$ cat config.mk
export PLATFORM = sky130hd
export DESIGN_NAME = http_chunked_decoder_core
export DESIGN_NICKNAME = d
export VERILOG_FILES = /design/src/hw/rtl/hcd_pkg.sv /design/src/hw/rtl/hcd_front.sv /design/src/hw/rtl/hcd_queue.sv /design/src/hw/rtl/hcd_back.sv /design/src/hw/rtl/http_chunked_decoder_core.sv
export SDC_FILE = /design/constraint.sdc
export NUM_CORES = 1
export LEC_CHECK = 0
export ABC_CLOCK_PERIOD_IN_PS = 3290
export BUFFER_PORTS_ARGS = -buffer_cell sky130_fd_sc_hd__clkbuf_2
export CORE_MARGIN = 2
export CORE_UTILIZATION = 44
export CTS_CLUSTER_DIAMETER = 100
export DETAILED_ROUTE_END_ITERATION = 16
export GPL_TIMING_DRIVEN = 0
export PLACE_DENSITY = 0.7
export SLEW_MARGIN = 15
export SYNTH_ARGS = -nofsm -noshare
export SYNTH_HDL_FRONTEND = slang
export SYNTH_SLANG_ARGS = --single-unit
export TNS_END_PERCENT = 50
$ cat constraint.sdc
create_clock -name clock -period 3.29 [get_ports clock]
set_input_delay 0.1645 -clock clock [delete_from_list [all_inputs] [get_ports clock]]
set_output_delay 0.1645 -clock clock [all_outputs]
set_load 0.02 [all_outputs]
$ cat src/hw/rtl/hcd_pkg.sv
// ----------------------------------------------------------------------------
// hcd_pkg
// Shared types and constants of the chunked body decoder.
// ----------------------------------------------------------------------------
package hcd_pkg;

   localparam int SIZE_BITS_DEFAULT   = 32;
   localparam int QUEUE_DEPTH_DEFAULT = 4;

   localparam int          SIG_W          = 5;
   localparam logic [4:0]  MAX_SIG_DIGITS = 5'd16;
   localparam logic [1:0]  TRAILER_LEN    = 2'd2;

   localparam logic [2:0] ST_ZERO       = 3'd0;
   localparam logic [2:0] ST_CLEAN      = 3'd1;
   localparam logic [2:0] ST_MALFORMED  = 3'd2;
   localparam logic [2:0] ST_TRUNCATED  = 3'd3;
   localparam logic [2:0] ST_INCOMPLETE = 3'd4;

   localparam logic [7:0] CH_CR = 8'h0d;
   localparam logic [7:0] CH_LF = 8'h0a;

   typedef struct packed {
      logic [7:0] data;
      logic       last;
      logic [3:0] digit;
      logic       is_hex;
      logic       is_space;
      logic       is_cr;
      logic       is_lf;
      logic       is_x;
   } hcd_item_type;

endpackage

$ cat src/hw/rtl/hcd_front.sv
// ----------------------------------------------------------------------------
// hcd_front
// Input stage: accepts raw body bytes and tags each with its character class.
// ----------------------------------------------------------------------------
module hcd_front (
   input  logic                  clock,
   input  logic                  reset,
   input  logic                  req_push,
   output logic                  req_full,
   input  logic [7:0]            req_in_byte,
   input  logic                  req_in_last,
   output logic                  item_valid,
   input  logic                  item_ready,
   output hcd_pkg::hcd_item_type item
);

   logic                  valid_ff, valid_in;
   hcd_pkg::hcd_item_type item_ff, item_in;
   logic                  accept;

   assign req_full   = valid_ff && !item_ready;
   assign accept     = req_push && !req_full;
   assign item_valid = valid_ff;
   assign item       = item_ff;

   always_comb begin
      item_in          = '0;
      item_in.data     = req_in_byte;
      item_in.last     = req_in_last;
      item_in.is_cr    = (req_in_byte == hcd_pkg::CH_CR);
      item_in.is_lf    = (req_in_byte == hcd_pkg::CH_LF);
      item_in.is_x     = (req_in_byte == 8'h78) || (req_in_byte == 8'h58);
      item_in.is_space = (req_in_byte == 8'h20) ||
                         (req_in_byte >= 8'h09 && req_in_byte <= 8'h0d);
      if (req_in_byte >= 8'h30 && req_in_byte <= 8'h39) begin
         item_in.is_hex = 1'b1;
         item_in.digit  = 4'(req_in_byte - 8'h30);
      end else if (req_in_byte >= 8'h61 && req_in_byte <= 8'h66) begin
         item_in.is_hex = 1'b1;
         item_in.digit  = 4'(req_in_byte - 8'h57);
      end else if (req_in_byte >= 8'h41 && req_in_byte <= 8'h46) begin
         item_in.is_hex = 1'b1;
         item_in.digit  = 4'(req_in_byte - 8'h37);
      end
   end

   assign valid_in = accept || (valid_ff && !item_ready);

   always_ff @(posedge clock) begin
      if (reset) begin
         valid_ff <= 1'b0;
      end else begin
         valid_ff <= valid_in;
      end
      if (accept) begin
         item_ff <= item_in;
      end
   end

endmodule

$ cat src/hw/rtl/hcd_queue.sv
// ----------------------------------------------------------------------------
// hcd_queue
// Short first-in first-out queue of classified items between front and back.
// ----------------------------------------------------------------------------
module hcd_queue #(
   parameter int DEPTH = hcd_pkg::QUEUE_DEPTH_DEFAULT
) (
   input  logic                  clock,
   input  logic                  reset,
   input  logic                  push,
   output logic                  full,
   input  hcd_pkg::hcd_item_type push_item,
   input  logic                  pop,
   output logic                  empty,
   output hcd_pkg::hcd_item_type head_item
);

   localparam int PTR_W = (DEPTH > 1) ? $clog2(DEPTH) : 1;
   localparam int CNT_W = $clog2(DEPTH + 1);

   hcd_pkg::hcd_item_type slot_ff [DEPTH];
   logic [PTR_W-1:0] wr_ptr_ff, wr_ptr_in, rd_ptr_ff, rd_ptr_in;
   logic [CNT_W-1:0] count_ff, count_in;
   logic             do_push, do_pop;

   assign full      = (count_ff == CNT_W'(DEPTH));
   assign empty     = (count_ff == '0);
   assign do_push   = push && !full;
   assign do_pop    = pop && !empty;
   assign head_item = slot_ff[rd_ptr_ff];

   always_comb begin
      wr_ptr_in = wr_ptr_ff;
      rd_ptr_in = rd_ptr_ff;
      count_in  = count_ff;
      if (do_push) begin
         wr_ptr_in = (wr_ptr_ff == PTR_W'(DEPTH - 1)) ? '0 : wr_ptr_ff + 1'b1;
      end
      if (do_pop) begin
         rd_ptr_in = (rd_ptr_ff == PTR_W'(DEPTH - 1)) ? '0 : rd_ptr_ff + 1'b1;
      end
      if (do_push && !do_pop) begin
         count_in = count_ff + 1'b1;
      end else if (do_pop && !do_push) begin
         count_in = count_ff - 1'b1;
      end
   end

   always_ff @(posedge clock) begin
      if (reset) begin
         wr_ptr_ff <= '0;
         rd_ptr_ff <= '0;
         count_ff  <= '0;
      end else begin
         wr_ptr_ff <= wr_ptr_in;
         rd_ptr_ff <= rd_ptr_in;
         count_ff  <= count_in;
      end
      if (do_push) begin
         slot_ff[wr_ptr_ff] <= push_item;
      end
   end

endmodule

$ cat src/hw/rtl/hcd_back.sv
// ----------------------------------------------------------------------------
// hcd_back
// Decoder proper: walks size lines, payload and trailer, and holds the result.
// ----------------------------------------------------------------------------
module hcd_back #(
   parameter int SIZE_BITS = hcd_pkg::SIZE_BITS_DEFAULT
) (
   input  logic                  clock,
   input  logic                  reset,
   input  logic                  item_valid,
   output logic                  item_take,
   input  hcd_pkg::hcd_item_type item,
   output logic                  rsp_empty,
   input  logic                  rsp_pop,
   output logic [7:0]            rsp_out_byte,
   output logic                  rsp_out_has_byte,
   output logic                  rsp_out_chunk_first,
   output logic                  rsp_out_done,
   output logic [2:0]            rsp_out_status
);

   typedef enum logic [2:0] {
      PH_LEAD, PH_DIGITS, PH_TRAIL, PH_BADLINE,
      PH_PAYLOAD, PH_SKIP, PH_STOPZERO, PH_STOPBAD
   } phase_type;

   phase_type                   phase_ff, phase_in, phase_mid;
   logic [SIZE_BITS-1:0]        size_ff, size_in;
   logic [hcd_pkg::SIG_W-1:0]   sig_ff, sig_in;
   logic                        digit_seen_ff, digit_seen_in;
   logic                        lone_zero_ff, lone_zero_in;
   logic                        pending_cr_ff, pending_cr_in;
   logic                        line_chars_ff, line_chars_in;
   logic [1:0]                  skip_ff, skip_in;
   logic                        first_ff, first_in;
   logic                        rsp_valid_ff, rsp_valid_in;
   logic [7:0]                  byte_ff, byte_in;
   logic                        has_ff, has_in;
   logic                        chunk_first_ff, chunk_first_in;
   logic                        done_ff, done_in;
   logic [2:0]                  status_ff, status_in;
   logic                        emit;
   logic [SIZE_BITS-1:0]        size_dec;

   assign item_take           = item_valid && (!rsp_valid_ff || rsp_pop);
   assign rsp_empty           = !rsp_valid_ff;
   assign rsp_out_byte        = byte_ff;
   assign rsp_out_has_byte    = has_ff;
   assign rsp_out_chunk_first = chunk_first_ff;
   assign rsp_out_done        = done_ff;
   assign rsp_out_status      = status_ff;
   assign size_dec            = size_ff - 1'b1;

   always_comb begin
      phase_in      = phase_ff;
      phase_mid     = phase_ff;
      size_in       = size_ff;
      sig_in        = sig_ff;
      digit_seen_in = digit_seen_ff;
      lone_zero_in  = lone_zero_ff;
      pending_cr_in = pending_cr_ff;
      line_chars_in = line_chars_ff;
      skip_in       = skip_ff;
      first_in      = first_ff;
      has_in        = 1'b0;
      byte_in       = '0;
      chunk_first_in = 1'b0;
      done_in       = 1'b0;
      status_in     = hcd_pkg::ST_ZERO;

      unique case (phase_ff)
         PH_LEAD, PH_DIGITS, PH_TRAIL, PH_BADLINE: begin
            line_chars_in = 1'b1;
            if (pending_cr_ff && item.is_lf) begin
               pending_cr_in = 1'b0;
               if (phase_ff == PH_BADLINE || !digit_seen_ff) begin
                  phase_in = PH_STOPBAD;
               end else if (size_ff == '0) begin
                  phase_in = PH_STOPZERO;
               end else begin
                  phase_in = PH_PAYLOAD;
                  first_in = 1'b1;
               end
               if (phase_in != PH_PAYLOAD) begin
                  size_in = '0;
               end
               sig_in        = '0;
               digit_seen_in = 1'b0;
               lone_zero_in  = 1'b0;
               line_chars_in = 1'b0;
            end else begin
               // a lone CR acts as an ordinary line character first
               if (pending_cr_ff) begin
                  pending_cr_in = 1'b0;
                  lone_zero_in  = 1'b0;
                  if (phase_ff == PH_DIGITS) begin
                     phase_mid = PH_TRAIL;
                  end
               end
               phase_in = phase_mid;
               if (item.is_cr) begin
                  pending_cr_in = 1'b1;
               end else if (phase_mid == PH_LEAD) begin
                  if (!item.is_space) begin
                     if (!item.is_hex) begin
                        phase_in = PH_BADLINE;
                     end else begin
                        phase_in      = PH_DIGITS;
                        digit_seen_in = 1'b1;
                        lone_zero_in  = (item.digit == 4'd0);
                        if (!(sig_in == '0 && item.digit == 4'd0)) begin
                           sig_in = sig_in + 1'b1;
                           if (sig_in > hcd_pkg::MAX_SIG_DIGITS) begin
                              phase_in = PH_BADLINE;
                           end else begin
                              size_in = {size_in[SIZE_BITS-5:0], item.digit};
                           end
                        end
                     end
                  end
               end else if (phase_mid == PH_DIGITS) begin
                  if (lone_zero_in && item.is_x) begin
                     lone_zero_in = 1'b0;
                  end else begin
                     lone_zero_in = 1'b0;
                     if (!item.is_hex) begin
                        phase_in = PH_TRAIL;
                     end else if (!(sig_in == '0 && item.digit == 4'd0)) begin
                        sig_in = sig_in + 1'b1;
                        if (sig_in > hcd_pkg::MAX_SIG_DIGITS) begin
                           phase_in = PH_BADLINE;
                        end else begin
                           size_in = {size_in[SIZE_BITS-5:0], item.digit};
                        end
                     end
                  end
               end
            end
         end
         PH_PAYLOAD: begin
            has_in         = 1'b1;
            byte_in        = item.data;
            chunk_first_in = first_ff;
            first_in       = 1'b0;
            size_in        = size_dec;
            if (size_dec == '0) begin
               phase_in = PH_SKIP;
               skip_in  = hcd_pkg::TRAILER_LEN;
            end
         end
         PH_SKIP: begin
            skip_in = skip_ff - 1'b1;
            if (skip_in == 2'd0) begin
               phase_in      = PH_LEAD;
               size_in       = '0;
               sig_in        = '0;
               digit_seen_in = 1'b0;
               lone_zero_in  = 1'b0;
               pending_cr_in = 1'b0;
               line_chars_in = 1'b0;
            end
         end
         PH_STOPZERO, PH_STOPBAD: begin
         end
      endcase

      if (item.last) begin
         done_in = 1'b1;
         unique case (phase_in)
            PH_STOPZERO: status_in = hcd_pkg::ST_ZERO;
            PH_STOPBAD:  status_in = hcd_pkg::ST_MALFORMED;
            PH_PAYLOAD:  status_in = hcd_pkg::ST_TRUNCATED;
            PH_SKIP:     status_in = hcd_pkg::ST_CLEAN;
            default:     status_in = line_chars_in ? hcd_pkg::ST_INCOMPLETE
                                                   : hcd_pkg::ST_CLEAN;
         endcase
         phase_in      = PH_LEAD;
         size_in       = '0;
         sig_in        = '0;
         digit_seen_in = 1'b0;
         lone_zero_in  = 1'b0;
         pending_cr_in = 1'b0;
         line_chars_in = 1'b0;
         skip_in       = '0;
         first_in      = 1'b0;
      end
   end

   assign emit         = has_in || done_in;
   assign rsp_valid_in = item_take ? emit : (rsp_valid_ff && !rsp_pop);

   always_ff @(posedge clock) begin
      if (reset) begin
         phase_ff      <= PH_LEAD;
         size_ff       <= '0;
         sig_ff        <= '0;
         digit_seen_ff <= 1'b0;
         lone_zero_ff  <= 1'b0;
         pending_cr_ff <= 1'b0;
         line_chars_ff <= 1'b0;
         skip_ff       <= '0;
         first_ff      <= 1'b0;
         rsp_valid_ff  <= 1'b0;
      end else begin
         rsp_valid_ff <= rsp_valid_in;
         if (item_take) begin
            phase_ff      <= phase_in;
            size_ff       <= size_in;
            sig_ff        <= sig_in;
            digit_seen_ff <= digit_seen_in;
            lone_zero_ff  <= lone_zero_in;
            pending_cr_ff <= pending_cr_in;
            line_chars_ff <= line_chars_in;
            skip_ff       <= skip_in;
            first_ff      <= first_in;
         end
      end
      if (item_take && emit) begin
         byte_ff        <= byte_in;
         has_ff         <= has_in;
         chunk_first_ff <= chunk_first_in;
         done_ff        <= done_in;
         status_ff      <= status_in;
      end
   end

   assert property (@(posedge clock) disable iff (reset)
      phase_ff == PH_PAYLOAD |-> size_ff != '0)
      else $error("payload phase with nothing left");

   assert property (@(posedge clock) disable iff (reset)
      phase_ff == PH_SKIP |-> skip_ff != 2'd0)
      else $error("trailer skip with count exhausted");

   assert property (@(posedge clock) disable iff (reset)
      rsp_valid_ff && chunk_first_ff |-> has_ff)
      else $error("chunk start flagged without a payload byte");

   assert property (@(posedge clock) disable iff (reset)
      rsp_valid_ff && !done_ff |-> has_ff && status_ff == hcd_pkg::ST_ZERO)
      else $error("result without byte or end of body");

endmodule

$ cat src/hw/rtl/http_chunked_decoder_core.sv
// ----------------------------------------------------------------------------
// http_chunked_decoder_core
// Streaming decoder for HTTP chunked bodies, one byte in per cycle while results are popped.
// ----------------------------------------------------------------------------
// Sustains one body byte per clock: the decoder state machine in the back
// stage updates its size, digit and trailer state as it takes each byte, so
// a new byte can enter every cycle for as long as results are popped. A byte
// passes the classify register, the queue and the result register, in that
// order, before its result shows. Only payload bytes and the body's last byte
// give a result; size lines and the CR LF after each payload are consumed
// silently. The queue between front and back, together with the classify
// register, holds up to QUEUE_DEPTH + 1 items, so the input keeps flowing
// while the result side stalls until both are filled.
module http_chunked_decoder_core #(
   parameter int SIZE_BITS   = hcd_pkg::SIZE_BITS_DEFAULT,
   parameter int QUEUE_DEPTH = hcd_pkg::QUEUE_DEPTH_DEFAULT
) (
   input  logic       clock,
   input  logic       reset,
   input  logic       push,
   output logic       full,
   input  logic [7:0] req_in_byte,
   input  logic       req_in_last,
   output logic       empty,
   input  logic       pop,
   output logic [7:0] rsp_out_byte,
   output logic       rsp_out_has_byte,
   output logic       rsp_out_chunk_first,
   output logic       rsp_out_done,
   output logic [2:0] rsp_out_status
);

   logic                  front_valid, queue_full, queue_empty, back_take;
   hcd_pkg::hcd_item_type front_item, head_item;

   hcd_front u_front (
      .clock       (clock),
      .reset       (reset),
      .req_push    (push),
      .req_full    (full),
      .req_in_byte (req_in_byte),
      .req_in_last (req_in_last),
      .item_valid  (front_valid),
      .item_ready  (!queue_full),
      .item        (front_item)
   );

   hcd_queue #(
      .DEPTH (QUEUE_DEPTH)
   ) u_queue (
      .clock     (clock),
      .reset     (reset),
      .push      (front_valid),
      .full      (queue_full),
      .push_item (front_item),
      .pop       (back_take),
      .empty     (queue_empty),
      .head_item (head_item)
   );

   hcd_back #(
      .SIZE_BITS (SIZE_BITS)
   ) u_back (
      .clock               (clock),
      .reset               (reset),
      .item_valid          (!queue_empty),
      .item_take           (back_take),
      .item                (head_item),
      .rsp_empty           (empty),
      .rsp_pop             (pop),
      .rsp_out_byte        (rsp_out_byte),
      .rsp_out_has_byte    (rsp_out_has_byte),
      .rsp_out_chunk_first (rsp_out_chunk_first),
      .rsp_out_done        (rsp_out_done),
      .rsp_out_status      (rsp_out_status)
   );

endmodule
==> summary.md, run 1 <==
| Metric | Value |
|---|---|
| Status | completed |
| Reg clk slew, reported paths | 0.07 ns |
| Critical Path Fanout Max | 8 |
| DPL Wire Length | 11.7 mm |
| Syn. warnings | 0 |
| Startpoint Class | flop |
| Count of different cell masters after synthesis | 68 |
| ANT cells | 0 |
| Synthesized area | 7830 um2 |
| Minimum clock period after layout | 3.16 ns |
| Vias in the first global route | 5529 |
| Die Ht | 137 um |
| Final hold vios | 0 |
| Die Width | 137 um |
| Post-synth EDFFs | 104 |
| Initial antenna violation count | 0 |
| Final Cycle Share | 0.961 |
| Design area | 8990 um2 |
| Worst-Margin Slew | 1.10 ns |
| Worst Hold Class | in2reg |
| Largest net degree at the start of global routing | 19 |
| Max transition margin | 0.257 |
| Synth-to-Final Area Change | 14.8% |
| Global Route Usage Sum | 0.198 |
| Commonest non-fill, non-tap cell in the layout | edfxtp_1 |
| Fmax achieved | 316 MHz |
| R2r worst-path depth | 11 |
| Fin nets | 797 |
| Max-cap violations | 0 |
| Layout cells sized above 1 | 0.140 |
| First-pass GRT wire length | 28.4 mm |
| Critical path depth | 11 |
| Final RePlAce weighted congestion | 0.909 |
| Most frequent cells in the layout | edfxtp_1, nor2_1, dfxtp_1 |
| 1st-iter DRT viols | 599 |
| Syn avg cell area | 11.0 um2 |
| Post-synthesis sequential area ratio | 0.544 |
| Worst reg2reg path endpoint | u_back.rsp_out_status[1] |
| CP Launch Point | u_back.size_ff[0] |
| Static Leak | 3.24 nW |
| Skew final | 0.00878 ns |
| 1st-pass router iterations | 5 |
| DR WL/cell | 17.4 um |
| HP Start | req_in_byte[0] |
| Crit-path cells | inv_1, ha_4, or4b_2, clkbuf_1, o41a_1, nor2_1, and4_1, nand4_1, o2bb2ai_2, xnor2_1, and3_1 |
| # setup viols final | 0 |
| Global route overflow | 0 |
| IO Count | 29 |
| Slowest Stage Delay on Critical Path | 0.59 ns |
| CP max-delay cell | or4b_2 |
| Port-buffer cells | 28 |
| Worst R2R Start | u_back.size_ff[0] |
| Critical path buffers and inverters | 2 |
| Area share of the leading cell type in the synthesized netlist | 0.399 |
| Slew Viols, Final | 0 |
| DR vias/cell | 5.75 |
| Worst EP required | 3.48 ns |
| Final ANT Viol Nets | 0 |
| FF-to-FF setup slack | 0.13 ns |
| # DRC | 0 |
| FF+latch count, synth | 161 |
| Worst Path Arrival | 3.35 ns |
| Final WL | 17.5 mm |
| Worst-Skew Late Latency | 0.44 ns |
| PwrDens | 849 nW/um2 |
| Peak supply drop | 0.469 mV |
| Top_reg_cell synth | edfxtp_1 |
| Clock sink count | 161 |
| Final core occ | 0.518 |
| RSZ-0062 raised after global routing | no |
| Cell row count | 48 |
| Syn Nets | 740 |
| Mapped Cells | 710 |
| Cell taking the most area after synthesis | edfxtp_1 |
| Via count | 5774 |
| FFs w/ async S/R, synth | 0 |
| CTS Buf Count | 17 |
| Die footprint | 18900 um2 |
| Worst hold margin | 0.0170 ns |
| Critical path capture point | u_back.rsp_out_status[1] |
| Crit path capture type | flop |
| Setup CP Type | reg2reg |
| Area post-placement | 8260 um2 |
| Area contributors post-synth | edfxtp_1, dfxtp_1, mux4_2, nor2_1, o21ai_0 |
| Clock root buffer | clkbuf_16 |
| CTS tree | yes |
| Core area | 17400 um2 |
| Starting Density | 0.451 |
| Clock Tree Buf Depth | 2 |
| H-tree depth | 4 |
| Delay-heaviest family, CP | simple AND/OR/NAND/NOR gates |
## state kept, by name, summed over array words and instances, names as in the netlist, 3 cells and up, named ones only
signal                 count
u_queue.slot_ff           72
u_back.phase_ff            3
u_front.item              18
u_back.sig_ff              5
u_back.rsp_out_status      3
u_queue.count_ff           3
u_back.size_ff            32
u_back.rsp_out_byte        8
## final cells by class
type,instances,area (um2)
timing repair buffer,39,245
sequential,161,4260
clock inverter,11,86.3
multi-input combinational,483,3320
fill,1495,8360
clock buffer,21,483
tap,225,282
inverter,24,93.8
buffer,41,220
## cells by family (layout without fill, tap and decap cells)
kind of cell,after synthesis,in the layout,synth area share
muxes,28,28,0.0645
buffers and inverters,66,136,0.0401
AOI/OAI and AO/OA,152,152,0.124
adders and majority gates,17,17,0.0281
xor gates and xnor gates,25,25,0.0280
and+or+nand+nor,261,261,0.171
DFF,161,161,0.544
## Yosys cell counts (7+ instances only)
cell and count:
a21oi_1 35, clkbuf_1 29, and2_1 14, o21ai_1 8, nand3_1 31, nor3_1 22, xor2_1 14, nand4_1 8
nand2b_1 25, nor4_1 12, and3_1 7, nor2_1 64, nand2_1 48, o21ai_0 43, dfxtp_1 57, inv_1 22
edfxtp_1 104, ha_1 16, mux4_2 18, mux2i_1 10, a22oi_1 14, xnor2_1 11
## power by group
part / switching [W] / leakage [nW] / internal [W] / total [W]
Sequential: 0.000152 / 1.44 / 0.00241 / 0.00257
Combinational: 0.00195 / 1.52 / 0.00123 / 0.00318
Clock: 0.000821 / 0.286 / 0.00107 / 0.00189
Total: 0.00292 / 3.24 / 0.00471 / 0.00764
## per-layer routing
layer | vias to the layer above | part of all wire | global-route usage
li1 | 2768 | - | -
met1 | 2751 | 0.44 | 0.260
met2 | 223 | 0.48 | 0.322
met3 | 32 | 0.060 | 0.0430
met4 | 0 | 0.015 | 0.0727
met5 | - | 0 | 0
## metrics by stage
stage	setup TNS, ns	power (W)	setup slack (ns)	instances
2_1_floorplan	0	0.00492	0.480	710
3_3_place_gp	-8.55	0.00562	-0.347	963
3_5_place_dp	-8.98	0.00564	-0.354	963
4_1_cts	0	0.00758	0.000429	1005
5_1_grt	0	0.00809	0.0362	1005
6_report	0	0.00764	0.128	1005
## worst min-delay path by stage
stage                       endpoint  cells past startpoint
CTS                 u_front.item[10]                      1
floorplan           u_front.item[10]                      0
global placement     u_front.item[9]                      1
finish              u_front.item[10]                      1
global route        u_front.item[10]                      1
detailed placement   u_front.item[9]                      1
## repair_timing
action	in CTS	in global routing
pin swaps	1	0
gates resized for setup	2	11
setup endpoints to repair	32	50
cloned	0	0
hold buffers	9	0
endpoints found under the hold margin	9	0
setup buffers	2	0
No activity file was read; power rests on OpenSTA's default activity.
==> run 2: changes to the inputs <==
--- a/config.mk
+++ b/config.mk
@@ -13,6 +13,7 @@
 export DETAILED_ROUTE_END_ITERATION = 16
 export GPL_TIMING_DRIVEN = 0
 export PLACE_DENSITY = 0.7
+export SETUP_SLACK_MARGIN = 0.2
 export SLEW_MARGIN = 15
 export SYNTH_ARGS = -nofsm -noshare
 export SYNTH_HDL_FRONTEND = slang
==> summary.md, run 2 (synthesized netlist as in run 1, its figures left out) <==
| Metric | Value |
|---|---|
| H-tree depth | 4 (unchanged) |
| HP Start | req_in_byte[0] |
| PwrDens | 851 nW/um2 (+0.25%) |
| CTS Buf Count | 17 (unchanged) |
| Synth-to-Final Area Change | 15.5% |
| Inst Count DP | 963 (unchanged) |
| Via count | 5721 (-0.92%) |
| Clock root buffer | clkbuf_16 |
| Max reg flops | 72 (unchanged) |
| Fmax achieved | 330 MHz (+4.3%) |
| Worst reg2reg path endpoint | u_back.rsp_out_status[1] |
| Vias in the first global route | 5536 (+0.13%) |
| R2r worst-path depth | 11 (unchanged) |
| 1st-pass router iterations | 7 (+2) |
| Setup CP Type | reg2reg |
| Critical Path Fanout Max | 8 (unchanged) |
| Final RePlAce weighted congestion | 0.909 (unchanged) |
| Reg with most FFs | u_queue.slot_ff |
| Commonest non-fill, non-tap cell in the layout | edfxtp_1 |
| Reg clk slew, reported paths | 0.07 ns (about the same) |
| Layout cells sized above 1 | 0.151 (+0.0110) |
| # DRC | 0 (unchanged) |
| Clock Tree Buf Depth | 2 (unchanged) |
| Largest net degree at the start of global routing | 19 (unchanged) |
| Worst Path Arrival | 3.22 ns (-0.13 ns) |
| Worst Hold Class | in2reg |
| Final setup slack of the worst path | 0.260 ns (+0.132 ns) |
| RSZ-0062 raised after global routing | yes |
| Die Width | 137 um (unchanged) |
| Number of fill cells in the layout | 1490 (-0.33%) |
| DR WL/cell | 17.3 um (-0.38%) |
| DPL Wire Length | 11.7 mm (unchanged) |
| Status | completed |
| Max transition margin | 0.259 (+0.00195) |
| Die footprint | 18900 um2 (unchanged) |
| Cell row count | 48 (unchanged) |
| Global Route Usage Sum | 0.198 (+0.000809) |
| Design Power | 0.00770 W (+0.82%) |
| DR vias/cell | 5.68 (-1.2%) |
| Worst hold margin | 0.0206 ns (+0.00359 ns) |
| Minimum clock period after layout | 3.03 ns (-0.132 ns) |
| Global route overflow | 0 (unchanged) |
| Die Ht | 137 um (unchanged) |
| Peak supply drop | 0.467 mV (-0.28%) |
| Worst R2R Start | u_back.size_ff[0] |
| Hold EP | u_front.item[10] |
| Final Cycle Share | 0.921 (-0.0400) |
| WHS Path Cells | 1 (unchanged) |
| ANT cells | 0 (unchanged) |
| Initial antenna violation count | 0 (unchanged) |
| CTS tree | yes |
| FF-to-FF setup slack | 0.26 ns (+0.13 ns) |
| Crit path capture type | flop |
| Final core occ | 0.521 (+0.00296) |
| Startpoint Class | flop |
| Core area | 17400 um2 (unchanged) |
| Fin nets | 800 (+0.38%) |
| Port-buffer cells | 28 (unchanged) |
| Setup WS pre-CTS | -0.354 ns (unchanged) |
| Final ANT Viol Nets | 0 (unchanged) |
| First-pass GRT wire length | 28.5 mm (+0.51%) |
| Clock sink count | 161 (unchanged) |
| Worst-Skew Late Latency | 0.43 ns (about the same) |
| Skew final | 0.00808 ns (-0.000702 ns) |
| 1st-iter DRT viols | 572 (-4.5%) |
| Fin cells | 1008 (+0.30%) |
| Most frequent cells in the layout | edfxtp_1, nor2_1, dfxtp_1 |
| # setup viols final | 0 (unchanged) |
| IO Count | 29 (unchanged) |
| Final hold vios | 0 (unchanged) |
| Worst-Margin Slew | 1.10 ns (-0.00289 ns) |
| Final WL | 17.4 mm (about the same) |
| Worst EP required | 3.47 ns (about the same) |
| Static Leak | 3.29 nW (+1.6%) |
| Max-cap violations | 0 (unchanged) |
| Slew Viols, Final | 0 (unchanged) |
| Starting Density | 0.451 (unchanged) |
-- run 2: layer usage --
metal / wire length [um] / part of all wire / track usage
met4: 306 / 0.018 / 0.0722
met3: 979 / 0.056 / 0.0416
met5: 0 / 0 / 0
met1: 7770 / 0.45 / 0.263
met2: 8390 / 0.48 / 0.322
-- run 2: what timing repair did --
item                                    4_1_cts  5_1_grt
gates cloned                                  0        0
endpoints found under the hold margin         9        0
pin swaps                                     1        2
setup buffers                                 2        2
endpoints found under the setup margin       50       47
resized for setup                            13       12
hold buffers                                  9        0
-- run 2: area by class of cell --
class,instances,area (um2),share of cell area
clock buffer,21,483,0.0534
clock inverter,11,86.3,0.00955
inverter,24,91.3,0.0101
timing repair buffer,41,260,0.0288
sequential,161,4270,0.472
multi-input combinational,483,3350,0.370
buffer,42,229,0.0253
tap,225,282,0.0311
-- run 2: how the worst max path moves through the flow --
stage | endpoint | from | slack (ns)
floorplan | u_back.size_ff[11] | flop | 0.48
global placement | u_back.size_ff[14] | u_back.size_ff[1] | -0.35
detailed placement | u_back.size_ff[6] | u_back.size_ff[1] | -0.35
CTS | u_back.rsp_out_status[1] | u_back.size_ff[1] | 0.14
global route | u_back.size_ff[22] | flop | 0.13
finish | u_back.rsp_out_status[1] | u_back.size_ff[0] | 0.26
-- run 2: worst max-delay path, cell delays in order, from the launching register on --
cell,delay [ns]
dfxtp_2,0.37
inv_1,0.12
ha_4,0.18
or4b_2,0.58
buf_2,0.18
o41a_1,0.33
nor2_2,0.12
and4_1,0.21
nand4_1,0.18
o2bb2ai_2,0.22
xnor2_1,0.09
and3_1,0.19
-- run 2: metrics by stage --
stage	setup TNS (ns)	area (um2)
after global routing	0	9040
after floorplan	0	7830
after CTS	0	8980
final	0	9040
after global placement	-8.55	8250
after detailed placement	-8.98	8260
-- run 2: power breakdown --
part           switching [W]  internal, W
combinational        0.00196      0.00128
sequential          0.000154      0.00242
clock               0.000822      0.00107
==> run 3: changes to the inputs <==
--- a/config.mk
+++ b/config.mk
@@ -8,11 +8,11 @@
 export ABC_CLOCK_PERIOD_IN_PS = 3290
 export BUFFER_PORTS_ARGS = -buffer_cell sky130_fd_sc_hd__clkbuf_2
 export CORE_MARGIN = 2
-export CORE_UTILIZATION = 44
+export CORE_UTILIZATION = 38
 export CTS_CLUSTER_DIAMETER = 100
 export DETAILED_ROUTE_END_ITERATION = 16
 export GPL_TIMING_DRIVEN = 0
-export PLACE_DENSITY = 0.7
+export PLACE_DENSITY = 0.62
 export SETUP_SLACK_MARGIN = 0.2
 export SLEW_MARGIN = 15
 export SYNTH_ARGS = -nofsm -noshare
==> summary.md, run 3 (synthesized netlist as in run 1, its figures left out) <==
| Metric | Value |
|---|---|
| Status | completed |
| # DRC | 0 (unchanged) |
| Final core occ | 0.454 (-0.0666) |
| Fin nets | 802 (+0.25%) |
| Worst Path Arrival | 3.19 ns (-0.03 ns) |
| Skew final | 0.0229 ns (+0.0148 ns) |
| Port-buffer cells | 28 (unchanged) |
| Layout cells sized above 1 | 0.166 (+0.0149) |
| RSZ-0062 raised after global routing | yes |
| Critical path buffers and inverters | 6 (+4) |
| Static Leak | 3.31 nW (+0.54%) |
| DPL Wire Length | 12.3 mm (+4.7%) |
| IO Count | 29 (unchanged) |
| Critical path capture point | u_back.rsp_out_done |
| Setup CP Type | reg2reg |
| Final hold vios | 0 (unchanged) |
| FF-to-FF setup slack | 0.27 ns (about the same) |
| Core area | 20200 um2 (+17%) |
| DR vias/cell | 5.47 (-3.6%) |
| Largest net degree at the start of global routing | 21 (+2) |
| # setup viols final | 0 (unchanged) |
| Fmax achieved | 332 MHz (+0.46%) |
| Worst R2R Start | u_back.phase_ff[2] |
| CTS tree | yes |
| Worst-Margin Slew | 1.03 ns (-0.0629 ns) |
| Starting Density | 0.387 (-0.0642) |
| PwrDens | 859 nW/um2 (+0.91%) |
| Design Power | 0.00790 W (+2.6%) |
| Crit-path cells | clkbuf_1, inv_1, or3_1, clkbuf_1, clkinvlp_4, o21ai_1, clkinvlp_4, buf_4 |
| Die Width | 148 um (+7.4%) |
| Worst Hold Class | in2reg |
| CP Launch Point | u_back.phase_ff[2] |
| ANT cells | 0 (unchanged) |
| Setup WS pre-CTS | -0.456 ns (-0.101 ns) |
| Initial antenna violation count | 0 (unchanged) |
| Final WL | 17.8 mm (+1.9%) |
| R2r worst-path depth | 8 (-3) |
| Slew Viols, Final | 0 (unchanged) |
| Worst-Skew Late Latency | 0.44 ns (about the same) |
| Via count | 5775 (+0.94%) |
| Setup TNS | 0 ns (unchanged) |
| Final Cycle Share | 0.917 (-0.00422) |
| Max reg flops | 72 (unchanged) |
| Max-cap violations | 0 (unchanged) |
| Crit path capture type | flop |
| Reg clk slew, reported paths | 0.08 ns (about the same) |
| Cell row count | 52 (+8.3%) |
| Startpoint Class | flop |
| H-tree depth | 4 (unchanged) |
| CP max-delay cell | o21ai_1 |
| Critical path depth | 8 (-3) |
| Critical Path Fanout Max | 15 (+7) |
| Minimum clock period after layout | 3.02 ns (-0.0139 ns) |
| Slowest Stage Delay on Critical Path | 0.48 ns (-0.10 ns) |
| Inst Count DP | 1009 (+4.8%) |
| Clock Tree Buf Depth | 2 (unchanged) |
| Clock sink count | 161 (unchanged) |
| Die Ht | 148 um (+7.4%) |
| DR WL/cell | 16.8 um (-2.6%) |
| Peak supply drop | 0.447 mV (-4.4%) |
| Fin cells | 1055 (+4.7%) |
| Most frequent cells in the layout | edfxtp_1, nor2_1, dfxtp_1 |
| Commonest non-fill, non-tap cell in the layout | edfxtp_1 |
| Vias in the first global route | 5659 (+2.2%) |
| Global Route Usage Sum | 0.171 (-0.0277) |
| Worst reg2reg path endpoint | u_back.rsp_out_done |
| First-pass GRT wire length | 29.3 mm (+2.6%) |
| 1st-iter DRT viols | 524 (-8.4%) |
| Final setup slack of the worst path | 0.274 ns (+0.0139 ns) |
| Max transition margin | 0.302 (+0.0425) |
| CTS Buf Count | 17 (unchanged) |
| Final ANT Viol Nets | 0 (unchanged) |
| Number of fill cells in the layout | 1854 (+24%) |
| Final RePlAce weighted congestion | 0.892 (-1.9%) |
| Clock root buffer | clkbuf_16 |
| 1st-pass router iterations | 5 (-2) |
| Delay-heaviest family, CP | buffers and inverters |
| Reg with most FFs | u_queue.slot_ff |
| Synth-to-Final Area Change | 17.4% |
| Global route overflow | 0 (unchanged) |
| Die footprint | 21800 um2 (+15%) |
| Worst EP required | 3.46 ns (about the same) |
[run 3: cell types whose count changed in the layout (fill, tap and decap cells not counted), sizes merged]
cell         change
dlygate4sd3      -1
inv              +1
clkinvlp         +3
buf              +3
clkbuf           -4
[run 3: worst min-delay path by stage]
stage | from | slack, ns | cells after the start | end
after floorplan | req_in_byte[0] | 0.26 | 0 | u_front.item[10]
after global placement | req_in_last | 0.35 | 1 | u_front.item[9]
after detailed placement | req_in_last | 0.35 | 1 | u_front.item[9]
after CTS | req_in_byte[0] | 0.01 | 1 | u_front.item[10]
after global routing | req_in_byte[0] | 0.03 | 1 | u_front.item[10]
final | req_in_byte[0] | 0.01 | 1 | u_front.item[10]
[run 3: metal layers]
metal  GRT usage  routed length [um]
met1       0.234                8330
met2       0.270                8220
met3      0.0336                 930
met4      0.0625                 294
met5           0                   0
[run 3: metrics by stage]
| stage | cell area [um2] | hold WS (ns) |
|---|---|---|
| finish | 9200 | 0.0131 |
| global route | 9200 | 0.0260 |
| CTS | 9080 | 0.0114 |
| detailed placement | 8320 | 0.346 |
| global placement | 8310 | 0.346 |
| floorplan | 7830 | 0.263 |
[run 3: what timing repair did]
action,in CTS,in global routing
pin swaps,1,3
hold endpoints to repair,8,0
hold buffers,8,0
setup buffers,3,3
gates resized for setup,8,28
cloned,0,0
endpoints found under the setup margin,51,51
[run 3: area by class of cell]
class / instances / area, um2 / area share
Timing Repair Buffer: 43 / 289 / 0.0314
Inverter: 24 / 97.6 / 0.0106
Sequential cell: 161 / 4270 / 0.464
Multi-Input combinational cell: 483 / 3360 / 0.365
Tap cell: 270 / 338 / 0.0367
Buffer: 42 / 231 / 0.0252
Clock buffer: 17 / 425 / 0.0463
Clock inverter: 15 / 190 / 0.0207
[run 3: where the power goes]
part | switching (W) | internal (W)
combinational | 0.00202 | 0.00131
sequential | 0.000151 | 0.00241
clock | 0.000968 | 0.00104
